[src/sv/slc_pkg.sv]
// Shared constants and types for the segment rectangle clipper.
`default_nettype none

package slc_pkg;

    // Window edge register indexes on the configuration port
    typedef enum logic [1:0] {
        REG_LEFT   = 2'd0,
        REG_RIGHT  = 2'd1,
        REG_BOTTOM = 2'd2,
        REG_TOP    = 2'd3
    } reg_index_t;

    // Edges are walked in the order left, right, bottom, top
    localparam int NUM_EDGES = 4;
    localparam int BOUND_LEFT   = 0;
    localparam int BOUND_RIGHT  = 1;
    localparam int BOUND_BOTTOM = 2;
    localparam int BOUND_TOP    = 3;

    // Quotient bits resolved per divider pipeline stage
    localparam int DIV_STEPS_PER_STAGE = 2;

endpackage

`default_nettype wire

[src/sv/slc_div.sv]
// Pipelined restoring divider giving |q| * 2^FRAC_BITS / |p| for |q| <= |p|.
`default_nettype none

module slc_div #(
    parameter int MAG_W     = 17,
    parameter int FRAC_BITS = 16
) (
    input  logic                 clk,
    input  logic [(FRAC_BITS + slc_pkg::DIV_STEPS_PER_STAGE - 1)
                  / slc_pkg::DIV_STEPS_PER_STAGE - 1:0] adv,
    input  logic [MAG_W-1:0]     num,
    input  logic [MAG_W-1:0]     den,
    output logic [FRAC_BITS:0]   quot,
    output logic                 over
);
    import slc_pkg::*;

    localparam int NST = (FRAC_BITS + DIV_STEPS_PER_STAGE - 1) / DIV_STEPS_PER_STAGE;
    localparam int QW  = FRAC_BITS + 1;
    localparam int RW  = MAG_W + 1;

    logic [RW-1:0]    rem_reg  [NST];
    logic [QW-1:0]    quo_reg  [NST];
    logic [MAG_W-1:0] den_reg  [NST];
    logic             over_reg [NST];

    genvar k;
    generate
        for (k = 0; k < NST; k++) begin : g_stage
            // previous stage, clamped so stage 0 never indexes below the array
            localparam int KP = (k == 0) ? 0 : k - 1;

            logic [RW-1:0]    rem_next;
            logic [QW-1:0]    quo_next;
            logic [MAG_W-1:0] den_next;
            logic             over_next;

            // Stage 0 also takes the integer bit and the overrange flag
            always_comb
            begin
                logic [RW-1:0] r;
                logic [QW-1:0] qv;
                logic [RW-1:0] sh;
                sh = '0;
                if (k == 0)
                begin
                    den_next  = den;
                    over_next = (num > den);
                    if (num >= den)
                    begin
                        r  = {1'b0, num - den};
                        qv = QW'(1);
                    end
                    else
                    begin
                        r  = {1'b0, num};
                        qv = '0;
                    end
                end
                else
                begin
                    den_next  = den_reg[KP];
                    over_next = over_reg[KP];
                    r         = rem_reg[KP];
                    qv        = quo_reg[KP];
                end
                // fractional bits, one compare and subtract each
                for (int j = 0; j < DIV_STEPS_PER_STAGE; j++)
                begin
                    if (k * DIV_STEPS_PER_STAGE + j < FRAC_BITS)
                    begin
                        sh = {r[MAG_W-1:0], 1'b0};
                        if (sh >= {1'b0, den_next})
                        begin
                            r  = sh - {1'b0, den_next};
                            qv = {qv[QW-2:0], 1'b1};
                        end
                        else
                        begin
                            r  = sh;
                            qv = {qv[QW-2:0], 1'b0};
                        end
                    end
                end
                rem_next = r;
                quo_next = qv;
            end

            always_ff @(posedge clk)
            begin
                if (adv[k])
                begin
                    rem_reg[k]  <= rem_next;
                    quo_reg[k]  <= quo_next;
                    den_reg[k]  <= den_next;
                    over_reg[k] <= over_next;
                end
            end
        end
    endgenerate

    assign quot = quo_reg[NST-1];
    assign over = over_reg[NST-1];

endmodule

`default_nettype wire
[config.mk]
export PLATFORM = sky130hd
export DESIGN_NAME = slc_div
export DESIGN_NICKNAME = d
export VERILOG_FILES = /design/src/sv/slc_pkg.sv /design/src/sv/slc_div.sv
export SDC_FILE = /design/constraint.sdc
export NUM_CORES = 1
export LEC_CHECK = 0
export ABC_AREA = 1
export BUFFER_PORTS_ARGS = -buffer_cell sky130_fd_sc_hd__buf_2
export CAP_MARGIN = 20
export CORE_ASPECT_RATIO = 0.8
export CORE_MARGIN = 2
export CORE_UTILIZATION = 53
export DETAILED_ROUTE_END_ITERATION = 12
export PLACE_DENSITY_LB_ADDON = 0.12
export SLEW_MARGIN = 25
export SYNTH_ARGS = -nofsm -noshare
export SYNTH_HDL_FRONTEND = slang
export SYNTH_SLANG_ARGS = --single-unit
[constraint.sdc]
create_clock -name clk -period 4.6 [get_ports clk]
set_input_delay 0.23 -clock clk [delete_from_list [all_inputs] [get_ports clk]]
set_output_delay 0.23 -clock clk [all_outputs]
set_load 0.01 [all_outputs]
==> results.cfg, run 1 <==
[outcome]
status = completed

[timing]
maxSlewViolCount = 0
worstMarginPinSlew_ns = 1.02
layout_min_cycle_time_ns = 4.51
skew_ns = 0.0193
setup-violations-final = 0
max_freq_mhz = 222
rsz0062_at_grt = yes
finalHoldViolCount = 0
relSlewSlack_pct = 32.0
fin_ws_ns = 0.0921
fin_crit_sh_pct = 98.0

[layout]
area_growth_pct = 20.4
layout-drive-gt1-share_pct = 16.4
seqCellArea_mm2 = 0.00979
fill_cells = 4448
fin_nets = 4214
multi_input_area_mm2 = 0.0168
final_cells = 4592
antenna_cells = 0

[cts]
clk_latency_ns = 0.55
cts_tree = done
cts.htree.levels = 2
cts_buffers = 35
clk_pin_slew_ns = 0.06
cts_root_buffer = clkbuf_16
clock_sinks = 326
clockBufferDepth = 3

[global_routing]
grt.total_usage_pct = 31.4
use_met1_pct = 49.4
grt-busiest-layer = met1
use_met2_pct = 44.4
met3_usage_pct = 5.19
grt-ovfl-total = 0
grt_first_pass_wirelength_mm = 133
antenna_found_initial = 0
grt_pass1_vias = 24527
grt_max_degree = 51

[floorplanning]
rows = 74
top_level_ports = 61
die_x_um = 258
core-area_mm2 = 0.0511
start_util_pct = 53.7
dieArea_mm2 = 0.0536
die_height_um = 207

[synth]
seq_area_frac_synth_pct = 35.7
synthesis.area_mm2 = 0.0274
synth_top_area_cell = edfxtp_1
synth_ff_type = edfxtp_1
syn_inst = 3537
synth_cell_types = 50
synth_area_per_cell_um2 = 7.75
synth_edf_count = 326
synth_seq_cells = 326
synth_top_area_share_pct = 35.7
async_flop_share_pct = 0
synth_area_leaders = edfxtp_1, nand2_1, ha_1
yosys_warnings = 0
syn_nets = 3869

[critical_path]
crit_top_cell = nand2_1
reg2reg_to = rem_reg[6][16]
critPathMaxStageDelay_ns = 0.29
reg2reg_from = den_reg[5][1]
crit_required_ns = 4.89
endpoint_kind = flip-flop
start_kind = primary input
startpoint = num[14]
critPathKind = in2reg
slowest_stage = ha_1
ff2ff_setup_slack_ns = 0.23
crit_arrival_ns = 4.80
critPathMaxFanout = 8
crit_path_end = rem_reg[0][6]
rr_worst_depth = 20

[detailed_routing]
firstDrtPassIters = 6
vias_per_cell = 5.64
drtIter0Drc = 2628
drc = 0
num_vias = 25911
drtAntennaViolNets = 0
wirelength_mm = 86.1
wl_per_cell_um = 18.7

[run]
max_cap_viol_count = 0

[place]
dp_hpwl_mm = 69.5
gp_congestion = 1.00
placed_cells = 4480
place_ws_ns = -0.736
io_buffer_count = 60

[hold_path]
holdCritPathClass = in2reg
==> routing by layer <==
layer	up-vias	routed length [um]
li1	12561	-
met1	12186	41700
met2	1032	34300
met3	132	8060
met4	0	2030
met5	-	0
==> cells by family (layout without fill, tap and decap cells) <==
| group | count (synthesis) | in the layout | share of synthesized area (%) |
|---|---|---|---|
| buffers and inverters | 487 | 854 | 7.13 |
| AOI/OAI and AO/OA | 576 | 576 | 11.7 |
| and+or+nand+nor | 1659 | 1663 | 25.7 |
| adders and majority gates | 289 | 289 | 13.4 |
| xor gates and xnor gates | 200 | 200 | 6.39 |
| DFF | 326 | 326 | 35.7 |
==> layout by cell type (no fill, tap or decap), types with 15 or more instances in the layout <==
master | synthesis | routed
nand3b_1 | 15 | 15
inv_2 | 10 | 21
buf_2 | 21 | 54
xnor2_1 | 85 | 83
nand4_1 | 34 | 34
a21o_1 | 40 | 40
clkbuf_16 | 0 | 40
nand3_1 | 226 | 221
nor2_2 | 3 | 15
xor2_1 | 115 | 114
nand2_2 | 11 | 53
nand2_1 | 1049 | 997
a21oi_2 | 1 | 22
o21bai_1 | 23 | 22
nor3_1 | 31 | 30
a21oi_1 | 286 | 255
nor2_1 | 236 | 216
edfxtp_1 | 326 | 326
ha_1 | 280 | 241
o21ai_0 | 149 | 139
nand2_4 | 9 | 17
a31oi_1 | 19 | 19
ha_4 | 0 | 37
buf_4 | 10 | 257
inv_1 | 434 | 416
o21ai_1 | 18 | 24
==> how the worst min path moves through the flow <==
stage,startpoint,to,slack (ns),cells after the start
2_1_floorplan,den[0],den_reg[0][0],0.33,0
3_3_place_gp,quo_reg[1][20],quo_reg[1][39],0.40,0
3_5_place_dp,over_reg[1][1],over_reg[1][2],0.40,0
4_1_cts,den[3],den_reg[0][3],0.004,2
5_1_grt,den[3],den_reg[0][3],0.02,2
6_report,den[3],den_reg[0][3],0.03,2
==> synthesized netlist by cell type (4+ instances only) <==
cell type,instances
or2_2,14
nor4_1,5
a31oi_1,19
nor3_1,31
nand3b_1,15
xnor2_1,85
o21bai_1,23
nor2_4,6
o21ai_1,18
nand3_1,226
nand2_4,9
buf_4,10
inv_1,434
o21ai_0,149
edfxtp_1,326
a21o_1,40
o211ai_1,4
nand4_1,34
nand2_2,11
buf_6,8
a21boi_0,7
inv_2,10
nand2_1,1049
a31o_2,4
a21oi_1,286
nand4_2,4
nor2_1,236
o31ai_1,12
fa_1,9
ha_1,280
buf_2,21
xor2_1,115
and2_1,4
==> worst max-delay path, delay by kind of cell <==
kind	cells	cell delay (ns)
adder cells (fa/ha/maj)	3	0.72
AND/OR/NAND/NOR	27	2.36
buffers and inverters	4	0.73
AO/OA/AOI/OAI	4	0.73
==> final cells by class <==
| class | count | area share, % |
|---|---|---|
| Timing Repair Buffer | 346 | 8.14 |
| Clock inverter | 20 | 0.762 |
| Sequential cell | 326 | 29.6 |
| Tap cell | 684 | 2.59 |
| Clock buffer | 43 | 2.87 |
| Multi-Input combinational cell | 2728 | 50.9 |
| Inverter | 445 | 5.14 |
==> through the flow <==
step	TNS, ns	instance area (um^2)	hold WS, ns	utilization (%)
2_1_floorplan	0	27800	0.329	-
3_3_place_gp	-12.91	30500	0.400	59.7
3_5_place_dp	-12.79	30500	0.405	59.7
4_1_cts	0	31900	0.00436	62.4
5_1_grt	-0.852	33000	0.0167	64.6
6_report	0	33000	0.0301	64.6
==> repair_timing <==
| action | in CTS | in global routing |
|---|---|---|
| buffers inserted | 1 | 26 |
| setup endpoints to repair | 18 | 96 |
| resized for setup | 9 | 179 |
| pin swaps | 0 | 70 |
| endpoints found under the hold margin | 14 | 0 |
| hold buffers | 14 | 0 |
| gates cloned | 0 | 8 |
Power of run 1 is not shown: default switching activity piles up to over one toggle a cycle in this logic, so the estimate is an artifact.
==> run 2, diff against run 1 <==
--- a/config.mk
+++ b/config.mk
@@ -13,6 +13,7 @@
 export CORE_UTILIZATION = 53
 export DETAILED_ROUTE_END_ITERATION = 12
 export PLACE_DENSITY_LB_ADDON = 0.12
+export SETUP_SLACK_MARGIN = 0.1
 export SLEW_MARGIN = 25
 export SYNTH_ARGS = -nofsm -noshare
 export SYNTH_HDL_FRONTEND = slang
==> constraint.sdc (replaced) <==
create_clock -name clk -period 5 [get_ports clk]
set_input_delay 0.25 -clock clk [delete_from_list [all_inputs] [get_ports clk]]
set_output_delay 0.25 -clock clk [all_outputs]
set_load 0.01 [all_outputs]
==> results.cfg, run 2 (synthesis results as in run 1) <==
[timing]
rsz0062_at_grt = no
worstMarginPinSlew_ns = 1.03
relSlewSlack_pct = 31.4
max_freq_mhz = 211
setup-violations-final = 0
skew_ns = 0.0182
layout_min_cycle_time_ns = 4.75
finalHoldViolCount = 0
fin_crit_sh_pct = 95.0
setup_tns_ns = 0
maxSlewViolCount = 0
fin_ws_ns = 0.252

[outcome]
status = completed

[critical_path]
critPathMaxFanout = 12
slowest_stage = ha_4
endpoint_kind = flip-flop
crit_arrival_ns = 5.06
reg2reg_from = den_reg[5][0]
startpoint = den[12]
start_kind = primary input
crit_top_cell = nand2_1
critPathKind = in2reg
critPathMaxStageDelay_ns = 0.35
crit_required_ns = 5.31
rr_worst_depth = 27

[global_routing]
grt_pass1_vias = 24279
grt-ovfl-total = 0
grt.total_usage_pct = 30.4
grt_max_degree = 51
grt_first_pass_wirelength_mm = 130
antenna_found_initial = 0

[cts]
cts_root_buffer = clkbuf_16
clock_sinks = 326
clk_latency_ns = 0.56
cts.htree.levels = 2
cts_buffers = 37
clockBufferDepth = 3
cts_tree = done
clk_pin_slew_ns = 0.06

[hold_path]
holdCritPathClass = in2reg
hold_path_depth = 2
hp-start = den[3]

[layout]
multi_input_area_mm2 = 0.0162
area_growth_pct = 17.6
layout_commonest_cell = nand2_1
fill_cells = 4523
seqCellArea_mm2 = 0.00979
fin_area_mm2 = 0.0323
fin_nets = 4197
layout-drive-gt1-share_pct = 13.9
final_cell_mix = nand2_1, inv_1, edfxtp_1

[floorplanning]
start_util_pct = 53.7
dieArea_mm2 = 0.0536
die_height_um = 207
top_level_ports = 61
core-area_mm2 = 0.0511
die_x_um = 258
rows = 74

[run]
max_cap_viol_count = 0

[detailed_routing]
wl_per_cell_um = 18.1
vias_per_cell = 5.60
drc = 0
num_vias = 25658
wirelength_mm = 82.9
drtIter0Drc = 2401
firstDrtPassIters = 6
drtAntennaViolNets = 0

[place]
place_ws_ns = -0.387
dp_hpwl_mm = 66.3
io_buffer_count = 60
gp_congestion = 0.987
dpl_cell_area_mm2 = 0.0302
[run 2: repair_timing]
action	4_1_cts	5_1_grt
hold endpoints to repair	11	0
buffers inserted	0	17
hold buffers	11	0
endpoints found under the setup margin	0	89
gates resized for setup	0	123
[run 2: cell type report]
type	instances	area share [%]
timing repair buffer	328	7.73
antenna	1	0.00776
inverter	445	5.23
clock buffer	42	3.06
tap	684	2.65
multi-input combinational	2727	50.2
sequential	326	30.4
clock inverter	25	0.788
[run 2: worst paths after layout]
kind                    endpoint  slack (ns)
setup reg to reg   rem_reg[6][0]        0.48
setup / recovery  rem_reg[0][12]        0.25
hold reg to reg   quo_reg[0][53]        0.42
hold / removal     den_reg[0][3]        0.03
[run 2: critical path: cells and delay by family]
kind / cells / cell delay [ns]
AO/OA/AOI/OAI: 4 / 0.59
AND/OR/NAND/NOR: 24 / 2.12
adder cells (fa/ha/maj): 3 / 1.01
buffers and inverters: 8 / 1.10
[run 2: metal layers]
metal	up-vias	share of wire, %	GRT usage, %
met5	-	0	0
met4	0	2.4	7.77
met3	129	8.0	4.95
met2	1017	41	44.6
met1	11994	48	46.3
li1	12518	-	-
[run 2: per-stage QoR]
stage	hold WS [ns]	util, %	cells
5_1_grt	0.0138	63.1	4577
2_1_floorplan	0.349	-	3537
3_3_place_gp	0.401	59.0	4476
3_5_place_dp	0.405	59.0	4476
4_1_cts	0.000258	61.7	4554
6_report	0.0258	63.1	4578
Power of run 2 is left out for the same reason.
